## config.mk

```make
export PLATFORM = sky130hd
export DESIGN_NAME = park_miller_range_rng_flat
export DESIGN_NICKNAME = d
export VERILOG_FILES = /design/src/rtl/core/pmr_pkg.sv /design/src/rtl/core/pmr_if.sv /design/src/rtl/core/pmr_front.sv /design/src/rtl/core/pmr_queue.sv /design/src/rtl/core/pmr_back.sv /design/src/rtl/core/park_miller_range_rng.sv /design/src/flat_wrapper.sv
export SDC_FILE = /design/constraint.sdc
export NUM_CORES = 2
export LEC_CHECK = 0
export BUFFER_PORTS_ARGS = -buffer_cell sky130_fd_sc_hd__clkbuf_2
export CAP_MARGIN = 30
export CORE_MARGIN = 3
export CORE_UTILIZATION = 60
export DETAILED_ROUTE_END_ITERATION = 16
export PLACE_DENSITY = 0.82
export SYNTH_ARGS = -nofsm -noshare
export SYNTH_HDL_FRONTEND = slang
export SYNTH_SLANG_ARGS = --single-unit
export TNS_END_PERCENT = 20
```

## constraint.sdc

```tcl
create_clock -name clk -period 10.7 [get_ports clk]
set_input_delay 2.14 -clock clk [delete_from_list [all_inputs] [get_ports clk]]
set_output_delay 2.14 -clock clk [all_outputs]
set_load 0.05 [all_outputs]
```

## src/rtl/core/pmr_pkg.sv

```systemverilog
// Shared constants, types and arithmetic helpers of the Lehmer range generator.
`default_nettype none
package pmr_pkg;

  localparam int unsigned BOUND_W = 16;
  localparam int unsigned STATE_W = 31;
  localparam int unsigned SPAN_W  = BOUND_W + 1;
  localparam int unsigned PROD_W  = STATE_W + SPAN_W;
  localparam int unsigned MUL_W   = 15;
  localparam int unsigned Q_DEPTH = 2;
  localparam int unsigned Q_PTR_W = $clog2(Q_DEPTH);
  localparam int unsigned Q_CNT_W = $clog2(Q_DEPTH + 1);

  localparam logic [STATE_W-1:0] LEHMER_MOD = 31'h7FFF_FFFF;
  localparam logic [MUL_W-1:0]   LEHMER_MUL = 15'd16807;
  localparam logic [STATE_W-1:0] SEED_RESET = 31'd1;

  // one classified word waiting for the range mapping
  typedef struct packed {
    logic signed [BOUND_W-1:0] low_bound;
    logic [SPAN_W-1:0]         span;
    logic                      bad_range;
    logic [STATE_W-1:0]        new_state;
  } job_t;

  // seed load request toward the generator state
  typedef struct packed {
    logic               load;
    logic [STATE_W-1:0] seed;
  } seed_load_t;

  // zero and the modulus itself would lock the generator; load 1 instead
  function automatic logic [STATE_W-1:0] load_seed(input logic [STATE_W-1:0] v);
    logic [STATE_W-1:0] s;
    s = v;
    if (v == LEHMER_MOD || v == '0) begin
      s = SEED_RESET;
    end
    return s;
  endfunction

  // state * 16807 mod (2^31 - 1), Mersenne fold with one correction
  function automatic logic [STATE_W-1:0] lehmer_advance(input logic [STATE_W-1:0] s);
    logic [STATE_W+MUL_W-1:0] p;
    logic [STATE_W:0]         sum;
    p   = (STATE_W+MUL_W)'(s) * (STATE_W+MUL_W)'(LEHMER_MUL);
    sum = (STATE_W+1)'(p[STATE_W+MUL_W-1:STATE_W]) + (STATE_W+1)'(p[STATE_W-1:0]);
    if (sum >= {1'b0, LEHMER_MOD}) begin
      sum = sum - {1'b0, LEHMER_MOD};
    end
    return sum[STATE_W-1:0];
  endfunction

endpackage
`default_nettype wire

```

## src/rtl/core/pmr_if.sv

```systemverilog
// Handshake interfaces for the bound-pair input and the draw result words.
`default_nettype none
interface pmr_in_if;
  import pmr_pkg::*;
  logic                      valid;
  logic                      ready;
  logic signed [BOUND_W-1:0] low_bound;
  logic signed [BOUND_W-1:0] high_bound;
  modport source (output valid, low_bound, high_bound, input ready);
  modport sink   (input valid, low_bound, high_bound, output ready);
endinterface

interface pmr_out_if;
  import pmr_pkg::*;
  logic                      valid;
  logic                      ready;
  logic signed [BOUND_W-1:0] draw_value;
  logic [STATE_W-1:0]        new_state;
  logic                      bad_range;
  modport source (output valid, draw_value, new_state, bad_range, input ready);
  modport sink   (input valid, draw_value, new_state, bad_range, output ready);
endinterface
`default_nettype wire

```

## src/rtl/core/pmr_front.sv

```systemverilog
// Front end: takes bound pairs, advances the generator, classifies the range.
`default_nettype none
module pmr_front (
  input  wire                 clk,
  input  wire                 rst_n,
  pmr_in_if.sink              in_word,
  input  pmr_pkg::seed_load_t seed_load,
  output pmr_pkg::job_t       push_job,
  output logic                push_valid,
  input  wire                 push_ready
);
  import pmr_pkg::*;

  logic [STATE_W-1:0]      state_r;
  logic [STATE_W-1:0]      state_nxt;
  logic signed [SPAN_W-1:0] diff;
  logic                    accept;

  assign in_word.ready = push_ready;
  assign accept        = in_word.valid & push_ready;
  assign push_valid    = in_word.valid;

  assign state_nxt = lehmer_advance(state_r);
  assign diff      = SPAN_W'(in_word.high_bound) - SPAN_W'(in_word.low_bound);

  always_comb begin
    push_job.low_bound = in_word.low_bound;
    push_job.bad_range = diff[SPAN_W-1];
    push_job.span      = diff[SPAN_W-1] ? '0 : SPAN_W'(diff) + SPAN_W'(1);
    push_job.new_state = state_nxt;
  end

  always_ff @(posedge clk) begin
    if (!rst_n) begin
      state_r <= load_seed(SEED_RESET);
    end else if (seed_load.load) begin
      state_r <= load_seed(seed_load.seed);
    end else if (accept) begin
      state_r <= state_nxt;
    end
  end

endmodule
`default_nettype wire

```

## src/rtl/core/pmr_queue.sv

```systemverilog
// Two-entry queue decoupling the front end from the range mapper.
`default_nettype none
module pmr_queue (
  input  wire           clk,
  input  wire           rst_n,
  input  pmr_pkg::job_t push_job,
  input  wire           push_valid,
  output logic          push_ready,
  output pmr_pkg::job_t pop_job,
  output logic          pop_valid,
  input  wire           pop_ready
);
  import pmr_pkg::*;

  job_t               slot_r [Q_DEPTH];
  logic [Q_PTR_W-1:0] wr_ptr_r;
  logic [Q_PTR_W-1:0] rd_ptr_r;
  logic [Q_CNT_W-1:0] count_r;
  logic               do_push;
  logic               do_pop;

  assign push_ready = (count_r != Q_CNT_W'(Q_DEPTH));
  assign pop_valid  = (count_r != '0);
  assign pop_job    = slot_r[rd_ptr_r];
  assign do_push    = push_valid & push_ready;
  assign do_pop     = pop_valid & pop_ready;

  always_ff @(posedge clk) begin
    if (do_push) begin
      slot_r[wr_ptr_r] <= push_job;
    end
  end

  always_ff @(posedge clk) begin
    if (!rst_n) begin
      wr_ptr_r <= '0;
      rd_ptr_r <= '0;
      count_r  <= '0;
    end else begin
      if (do_push) begin
        wr_ptr_r <= (wr_ptr_r == Q_PTR_W'(Q_DEPTH - 1)) ? '0 : wr_ptr_r + Q_PTR_W'(1);
      end
      if (do_pop) begin
        rd_ptr_r <= (rd_ptr_r == Q_PTR_W'(Q_DEPTH - 1)) ? '0 : rd_ptr_r + Q_PTR_W'(1);
      end
      unique case ({do_push, do_pop})
        2'b10:   count_r <= count_r + Q_CNT_W'(1);
        2'b01:   count_r <= count_r - Q_CNT_W'(1);
        default: count_r <= count_r;
      endcase
    end
  end

endmodule
`default_nettype wire

```

## src/rtl/core/pmr_back.sv

```systemverilog
// Back end: maps the state onto the range, floor(state*span/(2^31-1)).
`default_nettype none
module pmr_back (
  input  wire           clk,
  input  wire           rst_n,
  input  pmr_pkg::job_t pop_job,
  input  wire           pop_valid,
  output logic          pop_ready,
  pmr_out_if.source     out_word
);
  import pmr_pkg::*;

  typedef enum logic [1:0] {S_IDLE, S_MUL, S_FOLD, S_HOLD} state_t;

  state_t                    state_r;
  job_t                      job_r;
  logic [PROD_W-1:0]         prod_r;
  logic                      out_valid_r;
  logic signed [BOUND_W-1:0] draw_r;
  logic [STATE_W-1:0]        new_state_r;
  logic                      bad_r;

  logic [SPAN_W-1:0]         quo_hi;
  logic [STATE_W:0]          fold_sum;
  logic [SPAN_W-1:0]         quo;
  logic signed [BOUND_W-1:0] draw_nxt;
  logic                      take;

  // P = a*2^31 + b = a*M + (a + b); a + b stays below 2M
  assign quo_hi   = prod_r[PROD_W-1:STATE_W];
  assign fold_sum = (STATE_W+1)'(quo_hi) + (STATE_W+1)'(prod_r[STATE_W-1:0]);
  assign quo      = quo_hi + SPAN_W'(fold_sum >= {1'b0, LEHMER_MOD});
  assign draw_nxt = job_r.bad_range ? job_r.low_bound
                                    : job_r.low_bound + BOUND_W'(quo);

  assign pop_ready = (state_r == S_IDLE) || (state_r == S_HOLD && out_word.ready);
  assign take      = pop_valid & pop_ready;

  assign out_word.valid      = out_valid_r;
  assign out_word.draw_value = draw_r;
  assign out_word.new_state  = new_state_r;
  assign out_word.bad_range  = bad_r;

  always_ff @(posedge clk) begin
    if (!rst_n) begin
      state_r     <= S_IDLE;
      out_valid_r <= 1'b0;
    end else begin
      unique case (state_r)
        S_IDLE: begin
          if (take) begin
            job_r   <= pop_job;
            state_r <= S_MUL;
          end
        end
        S_MUL: begin
          prod_r  <= PROD_W'(job_r.new_state) * PROD_W'(job_r.span);
          state_r <= S_FOLD;
        end
        S_FOLD: begin
          draw_r      <= draw_nxt;
          new_state_r <= job_r.new_state;
          bad_r       <= job_r.bad_range;
          out_valid_r <= 1'b1;
          state_r     <= S_HOLD;
        end
        S_HOLD: begin
          if (out_word.ready) begin
            out_valid_r <= 1'b0;
            if (take) begin
              job_r   <= pop_job;
              state_r <= S_MUL;
            end else begin
              state_r <= S_IDLE;
            end
          end
        end
        default: state_r <= S_IDLE;
      endcase
    end
  end

endmodule
`default_nettype wire

```

## src/rtl/core/park_miller_range_rng.sv

```systemverilog
// Top level of the minimal-standard Lehmer generator with range mapping.
// An accepted word is registered in the queue, then in the back end's job, product and result registers.
// The back end takes the next word only once its result word has been accepted.
// The front end accepts up to two words ahead through the queue.
// Reset (synchronous, rst_n low): seed_start = 1, generator state = 1, queue
// and result register empty.
`default_nettype none
module park_miller_range_rng (
  input  wire         clk,
  input  wire         rst_n,
  pmr_in_if.sink      in_word,
  pmr_out_if.source   out_word,
  input  wire         psel,
  input  wire         penable,
  input  wire         pwrite,
  input  wire  [2:0]  paddr,
  input  wire  [31:0] pwdata,
  output logic [31:0] prdata,
  output logic        pready
);
  import pmr_pkg::*;

  // register index lives above the byte offset
  localparam logic REG_SEED_START = 1'b0;

  logic [STATE_W-1:0] seed_r;
  logic               cfg_wr;
  seed_load_t         seed_load;

  job_t push_job;
  logic push_valid;
  logic push_ready;
  job_t pop_job;
  logic pop_valid;
  logic pop_ready;

  // APB: zero wait states; write lands on the access cycle
  assign pready = 1'b1;
  assign cfg_wr = psel & penable & pwrite & pready & (paddr[2] == REG_SEED_START);
  assign prdata = (paddr[2] == REG_SEED_START) ? 32'(seed_r) : '0;

  always_ff @(posedge clk) begin
    if (!rst_n) begin
      seed_r <= SEED_RESET;
    end else if (cfg_wr) begin
      seed_r <= pwdata[STATE_W-1:0];
    end
  end

  // a seed write also reloads the generator state
  always_comb begin
    seed_load.load = cfg_wr;
    seed_load.seed = pwdata[STATE_W-1:0];
  end

  // front: accept, advance state, classify range
  pmr_front u_front (
    .clk        (clk),
    .rst_n      (rst_n),
    .in_word    (in_word),
    .seed_load  (seed_load),
    .push_job   (push_job),
    .push_valid (push_valid),
    .push_ready (push_ready)
  );

  // decoupling queue
  pmr_queue u_queue (
    .clk        (clk),
    .rst_n      (rst_n),
    .push_job   (push_job),
    .push_valid (push_valid),
    .push_ready (push_ready),
    .pop_job    (pop_job),
    .pop_valid  (pop_valid),
    .pop_ready  (pop_ready)
  );

  // back: range mapping and result register
  pmr_back u_back (
    .clk       (clk),
    .rst_n     (rst_n),
    .pop_job   (pop_job),
    .pop_valid (pop_valid),
    .pop_ready (pop_ready),
    .out_word  (out_word)
  );

endmodule
`default_nettype wire

```

## src/flat_wrapper.sv

```systemverilog
// flat-port wrapper written by rule: the top's interface ports become plain ports
module park_miller_range_rng_flat import pmr_pkg::*;
  (clk, rst_n, psel, penable, pwrite, paddr, pwdata, prdata, pready, in_word_valid, in_word_low_bound, in_word_high_bound, in_word_ready, out_word_valid, out_word_draw_value, out_word_new_state, out_word_bad_range, out_word_ready);
  pmr_in_if in_word_i ();
  pmr_out_if out_word_i ();
  input  wire clk;
  input  wire rst_n;
  input  wire psel;
  input  wire penable;
  input  wire pwrite;
  input  wire  [2:0] paddr;
  input  wire  [31:0] pwdata;
  output logic [31:0] prdata;
  output logic pready;
  input wire logic [$bits(in_word_i.valid)-1:0] in_word_valid;
  input wire logic [$bits(in_word_i.low_bound)-1:0] in_word_low_bound;
  input wire logic [$bits(in_word_i.high_bound)-1:0] in_word_high_bound;
  output wire logic [$bits(in_word_i.ready)-1:0] in_word_ready;
  output wire logic [$bits(out_word_i.valid)-1:0] out_word_valid;
  output wire logic [$bits(out_word_i.draw_value)-1:0] out_word_draw_value;
  output wire logic [$bits(out_word_i.new_state)-1:0] out_word_new_state;
  output wire logic [$bits(out_word_i.bad_range)-1:0] out_word_bad_range;
  input wire logic [$bits(out_word_i.ready)-1:0] out_word_ready;
  assign in_word_i.valid = in_word_valid;
  assign in_word_i.low_bound = in_word_low_bound;
  assign in_word_i.high_bound = in_word_high_bound;
  assign in_word_ready = in_word_i.ready;
  assign out_word_valid = out_word_i.valid;
  assign out_word_draw_value = out_word_i.draw_value;
  assign out_word_new_state = out_word_i.new_state;
  assign out_word_bad_range = out_word_i.bad_range;
  assign out_word_i.ready = out_word_ready;
  park_miller_range_rng u_core (.clk(clk), .rst_n(rst_n), .in_word(in_word_i), .out_word(out_word_i), .psel(psel), .penable(penable), .pwrite(pwrite), .paddr(paddr), .pwdata(pwdata), .prdata(prdata), .pready(pready));
endmodule
```

# ---- Word-level counts from Yosys, hierarchy flattened
# Memory sizes are Yosys's and may differ from the RTL's. A register that Yosys moved wholly into a read port is not among the register bits.
# Index checks and enable logic that the tools add are counted.
dict set report op_classes {
  addsub 11
  n_mul 2
  n_lt_le_gt_ge 2
  n_eq_ne 9
  mux 23
  n_bitwise 6
  n_reduce_logical 15
}
# cell n
set op_table {}
lappend op_table {{2-to-1 mux 31 bit} 5}
lappend op_table {{2-to-1 mux 65 bit} 2}
lappend op_table {{case mux 65 bit (2 select lines)} 1}
lappend op_table {{greater-or-equal comparator 32 x 31 -> 1 bit (second input constant)} 2}
lappend op_table {{multiplier 31 x 17 -> 48 bit} 1}
lappend op_table {{multiplier 31 x 15 -> 46 bit (second input constant)} 1}
lappend op_table {{adder 15 x 31 -> 32 bit} 1}
lappend op_table {{adder 17 x 31 -> 32 bit} 1}
lappend op_table {{== test 31 bit (second input constant)} 1}
lappend op_table {{logical NOT 31 bit} 1}
lappend op_table {{subtractor 31 bit (second input constant)} 1}
lappend op_table {{adder 17 x 1 -> 17 bit (second input constant)} 1}
lappend op_table {{2-to-1 mux 17 bit} 1}
lappend op_table {{subtractor 16 x 16 -> 17 bit} 1}
lappend op_table {{adder 16 x 1 -> 16 bit} 1}
lappend op_table {{adder 16 bit} 1}
lappend op_table {{2-to-1 mux 16 bit} 1}
lappend op_table {{nonzero test 2 bit} 5}
lappend op_table {{2-to-1 mux 1 bit} 8}
lappend op_table {{case mux 2 bit (4 select lines)} 1}
lappend op_table {{AND reduction 2 bit} 4}
lappend op_table {{== test 2 bit (second input constant)} 3}
lappend op_table {{AND 1 bit} 5}
lappend op_table {{== test 2 x 1 -> 1 bit (second input constant)} 2}
lappend op_table {{13 further kinds} 17}
dict set report totals {
  ff_bits 230
  ram_bits 130
  in_bits 74
  out_inout_bits 83
  wordCells 84
  mem_count 1
}
# name words word_bits rd rd_clocked_by_memory_dff wr line
set mem_list {}
lappend mem_list {u_core.u_queue.slot_r 2 65 1 1 1 pmr_queue.sv:15} ;# job_t slot_r [Q_DEPTH];

# ---- Longest topological paths before layout
dict set report logic_depth {
  word_depth 7
  mapped_depth 43
}

# ---- Hierarchy
# A second synthesis with hierarchy kept.
dict set report hier_totals {
  hier_cells 4312
  hier_area_um2 42315.6
}
# mod n_inst cells_per_inst area_per_inst_um2 seq_area_each_um2
set modules_own_cells {}
lappend modules_own_cells {pmr_back 1 2357 23334.9 4894.7}
lappend modules_own_cells {pmr_front 1 1555 12554.5 620.6}
lappend modules_own_cells {pmr_queue 1 226 4918.5 4003.8}
lappend modules_own_cells {park_miller_range_rng 1 174 1507.7 620.6}

# ---- Least setup slack after synthesis
# OpenSTA, ideal clock, no wires.
dict set report synth_timing {
  kind {register to register}
  startpoint {register u_core.u_front.state_r[10]}
  endpoint {memory u_core.u_queue.slot_r[0][8] (netlist name) (data pin)}
  setup_time_ns 0.263
  arrival_ns 9.441
  required_time_ns 10.437
  path_slack_ns 0.996
  path_stages_with_launch 42
  n_path_buf 4
  synth_period_minus_slack_ns 9.704
  cell_sequence {dfxtp_1 -> inv_1 -> fa_1 -> inv_1 -> ha_1 -> inv_1 -> fa_1 -> inv_1 -> ha_1 -> fa_1 -> inv_1 -> fa_1 -> inv_1 -> ha_1 -> clkbuf_1 -> nand2_1 -> nor4_1 -> o221ai_1 -> (+6 left out) -> a21oi_1 -> o21a_1 -> xnor2_1 -> ha_1 -> clkbuf_1 -> a211oi_1 -> o21bai_1 -> o221ai_1 -> a31oi_1 -> and4_1 -> clkbuf_1 -> nand4_1 -> a2111o_1 -> a2111oi_4 -> nor2_2 -> buf_6 -> o21a_1 -> or2_1}
}
# element line
set synth_rtl {}
lappend synth_rtl {{start, declared} pmr_front.sv:14} ;# logic [STATE_W-1:0] state_r;
lappend synth_rtl {{start signal, assigned} pmr_front.sv:35} ;# state_r <= load_seed(SEED_RESET);
lappend synth_rtl {{start signal, assigned} pmr_front.sv:37} ;# state_r <= load_seed(seed_load.seed);
lappend synth_rtl {{start signal, assigned} pmr_front.sv:39} ;# state_r <= state_nxt;
lappend synth_rtl {{end, declared} pmr_queue.sv:15}

==> flow_summary.json <==
{
  "track_usage": 0.2990,
  "clk_latency_ps": 590,
  "ios": 157,
  "run_status": "finished, final reports clean",
  "vias_per_cell": 5.774,
  "h-tree-depth": 2,
  "rows": 95,
  "arrival_ps": 10760,
  "fmax_mhz": 97.14,
  "synthFlopType": "edfxtp_1",
  "synth_area_per_cell_um2": 9.882,
  "hpwl_mm": 83.55,
  "cp_slowest_cell": "fa_1",
  "drt-total-wl_mm": 107.4,
  "post-place-cells": 5293,
  "setup_viol": 0,
  "endpoint_kind": "flop",
  "numPortBuffers": 151,
  "critPathRequiredTime_ps": 11170,
  "path_max_fanout": 10,
  "start_kind": "flop",
  "yosysSeqAreaShare": 0.2441,
  "clkSinkCount": 361,
  "drtAntennaViolNets": 0,
  "postCtsHoldBufs": 0,
  "cts_root_buf": "clkbuf_16",
  "nNetsFinal": 5444,
  "syn_inst": 4204,
  "syn_nets": 5228,
  "antenna_found_initial": 1,
  "grt_max_degree": 74,
  "yosysWarnings": 0,
  "hp-class": "flop to flop",
  "clock_path_buffers": 3,
  "async_reset_ff_frac": 0,
  "cts_tree": "yes",
  "diodes": 0,
  "synth_cell_types": 95,
  "die_x_um": 269.1,
  "start_util": 0.6121,
  "wl_per_cell_um": 19.99,
  "gp_congestion": 0.9387,
  "critical_path_class": "flop to flop",
  "grt_pass1_wl_mm": 171.9,
  "path_clk_slew_ps": 60,
  "finalCriticalPeriod_ps": 10290,
  "stdcell_count": 5372,
  "period_share": 0.9621,
  "drc_errors": 0,
  "synth-seq-cells": 361,
  "hold_viol": 0,
  "worstMarginPinSlew_ps": 1097,
  "coreArea_mm2": 0.06787,
  "drive_above_1_share": 0.1155,
  "area_growth_pct": 9.866,
  "maxCapViolCount": 0,
  "synth_edf_count": 291,
  "n_fill_cell": 5008,
  "dieArea_mm2": 0.07243,
  "drv_slew": 0,
  "fp.dieH_um": 269.1,
  "grt_pass1_vias": 32790,
  "drt-pass1-iter-count": 6,
  "grt-ovfl-total": 0,
  "slowest_delay_ps": 550,
  "slew-limit-headroom": 0.2685,
  "area.sequential_mm2": 0.01014,
  "whs_ps": 463.1,
  "multi_input_area_mm2": 0.02801,
  "cts_buffers": 41,
  "num_vias": 31020,
  "fin_util": 0.6725,
  "syn_area_mm2": 0.04154,
  "finClkSkew_ps": 41.89,
  "drt_iter0_markers": 2308
}
==> cells in the final DEF, fill, tap and decap left out, drive strengths merged, types with 12 or more instances in the layout <==
| cell | count |
|---|---|
| o21bai | 22 |
| o21a | 26 |
| o31ai | 16 |
| nand4 | 38 |
| nand3 | 42 |
| a211oi | 17 |
| and3 | 22 |
| ha | 378 |
| buf | 175 |
| edfxtp | 291 |
| a2111oi | 12 |
| clkinv | 15 |
| a21o | 54 |
| xnor2 | 104 |
| xor2 | 43 |
| a21boi | 45 |
| o211ai | 17 |
| clkbuf | 205 |
| nor4 | 17 |
| nand2b | 23 |
| nor2 | 134 |
| nor3 | 34 |
| dfxtp | 70 |
| a31oi | 13 |
| or3 | 16 |
| and2 | 229 |
| fa | 572 |
| nor2b | 50 |
| a21oi | 145 |
| o21ai | 125 |
| inv | 770 |
| nand2 | 520 |
| mux2 | 70 |
==> path summary, 6_finish.rpt <==
| path | start | end | slack [ps] | depth (start not counted) |
|---|---|---|---|---|
| setup / recovery | u_core.u_front.state_r[17] | u_core.u_front.state_r[11] | 410 | 41 |
| hold / removal | u_core.seed_r[24] | u_core.seed_r[24] | 460 | 2 |
| setup reg to reg | u_core.u_front.state_r[17] | u_core.u_front.state_r[11] | 410 | 41 |
| hold reg to reg | u_core.seed_r[24] | u_core.seed_r[24] | 460 | 2 |
==> sequential cells by signal, indices dropped and copies added (netlist names), named ones only <==
| name | count |
|---|---|
| u_core.seed_r | 31 |
| u_core.u_back.out_word.bad_range | 1 |
| u_core.u_back.out_word.draw_value | 16 |
| u_core.u_back.out_word.valid | 1 |
| u_core.u_queue.slot_r | 130 |
| u_core.u_back.prod_r | 48 |
| u_core.u_queue.rd_ptr_r | 1 |
| u_core.u_back.job_r | 65 |
| u_core.u_back.out_word.new_state | 31 |
| u_core.u_back.state_r | 2 |
| u_core.u_queue.wr_ptr_r | 1 |
| u_core.u_queue.count_r | 2 |
| u_core.u_front.state_r | 31 |
==> worst max-delay path: cells and delay by family (launching register included) <==
family | cells | cell delay, ps
AOI/OAI and AO/OA | 18 | 3850
and+or+nand+nor | 4 | 1090
adders and majority gates | 8 | 3510
DFF | 1 | 330
buffers and inverters | 9 | 1170
xor gates and xnor gates | 2 | 210
==> stage by stage <==
step / instance area (um2) / worst slack [ps] / TNS [ps]
floorplan: 41540 / 996.4 / 0
global placement: 44150 / 608.1 / 0
detailed placement: 44180 / 484.1 / 0
CTS: 45510 / 434.0 / 0
global route: 45640 / -59.15 / -262.2
finish: 45640 / 405.9 / 0
==> area by class of cell <==
cell class	count	share of cell area
clock buffers	54	0.02464
clock inverters	20	0.004578
inverters	767	0.06308
multi-input cells	2923	0.6136
flip-flops and latches	361	0.2222
well taps	921	0.02525
repair buffers	326	0.04666
==> per-layer routing <==
layer / part of all wire / global-route usage / routed length [um] / vias up
met5: 0.00012 / 0 / 13 / -
met4: 0.061 / 0.1669 / 6560 / 2
met3: 0.072 / 0.04294 / 7751 / 357
met2: 0.50 / 0.5236 / 53700 / 1294
met1: 0.37 / 0.3551 / 39340 / 15270
li1: - / - / - / 14090
==> cell families after synthesis <==
logic type / share of synthesized area
AOI/OAI and AO/OA: 0.09315
xor gates and xnor gates: 0.03117
adders and majority gates: 0.3895
buffers and inverters: 0.08376
DFF: 0.2441
muxes: 0.02090
other: 0.0001808
and+or+nand+nor: 0.1373
==> timing repair <==
action	4_1_cts	5_1_grt
resized for setup	0	15
setup buffers	0	3
endpoints found under the setup margin	0	45
==> cells in the mapped netlist (23+ instances only) <==
| master | instances | area share |
|---|---|---|
| a21boi_0 | 45 | 0.0081 |
| a21o_1 | 54 | 0.0098 |
| a21oi_1 | 144 | 0.017 |
| and2_1 | 228 | 0.034 |
| clkbuf_1 | 141 | 0.013 |
| dfxtp_1 | 70 | 0.034 |
| edfxtp_1 | 291 | 0.21 |
| fa_1 | 572 | 0.28 |
| ha_1 | 378 | 0.11 |
| inv_1 | 767 | 0.069 |
| mux2_2 | 69 | 0.019 |
| nand2_1 | 520 | 0.047 |
| nand2b_1 | 23 | 0.0035 |
| nand3_1 | 42 | 0.0051 |
| nand4_1 | 38 | 0.0057 |
| nor2_1 | 131 | 0.012 |
| nor2b_1 | 50 | 0.0075 |
| nor3_1 | 31 | 0.0037 |
| o21a_1 | 26 | 0.0047 |
| o21ai_0 | 117 | 0.014 |
| xnor2_1 | 104 | 0.022 |
| xor2_1 | 42 | 0.0089 |
Power is not shown: default switching activity piles up to over one toggle a cycle in this logic, so the estimate is an artifact.
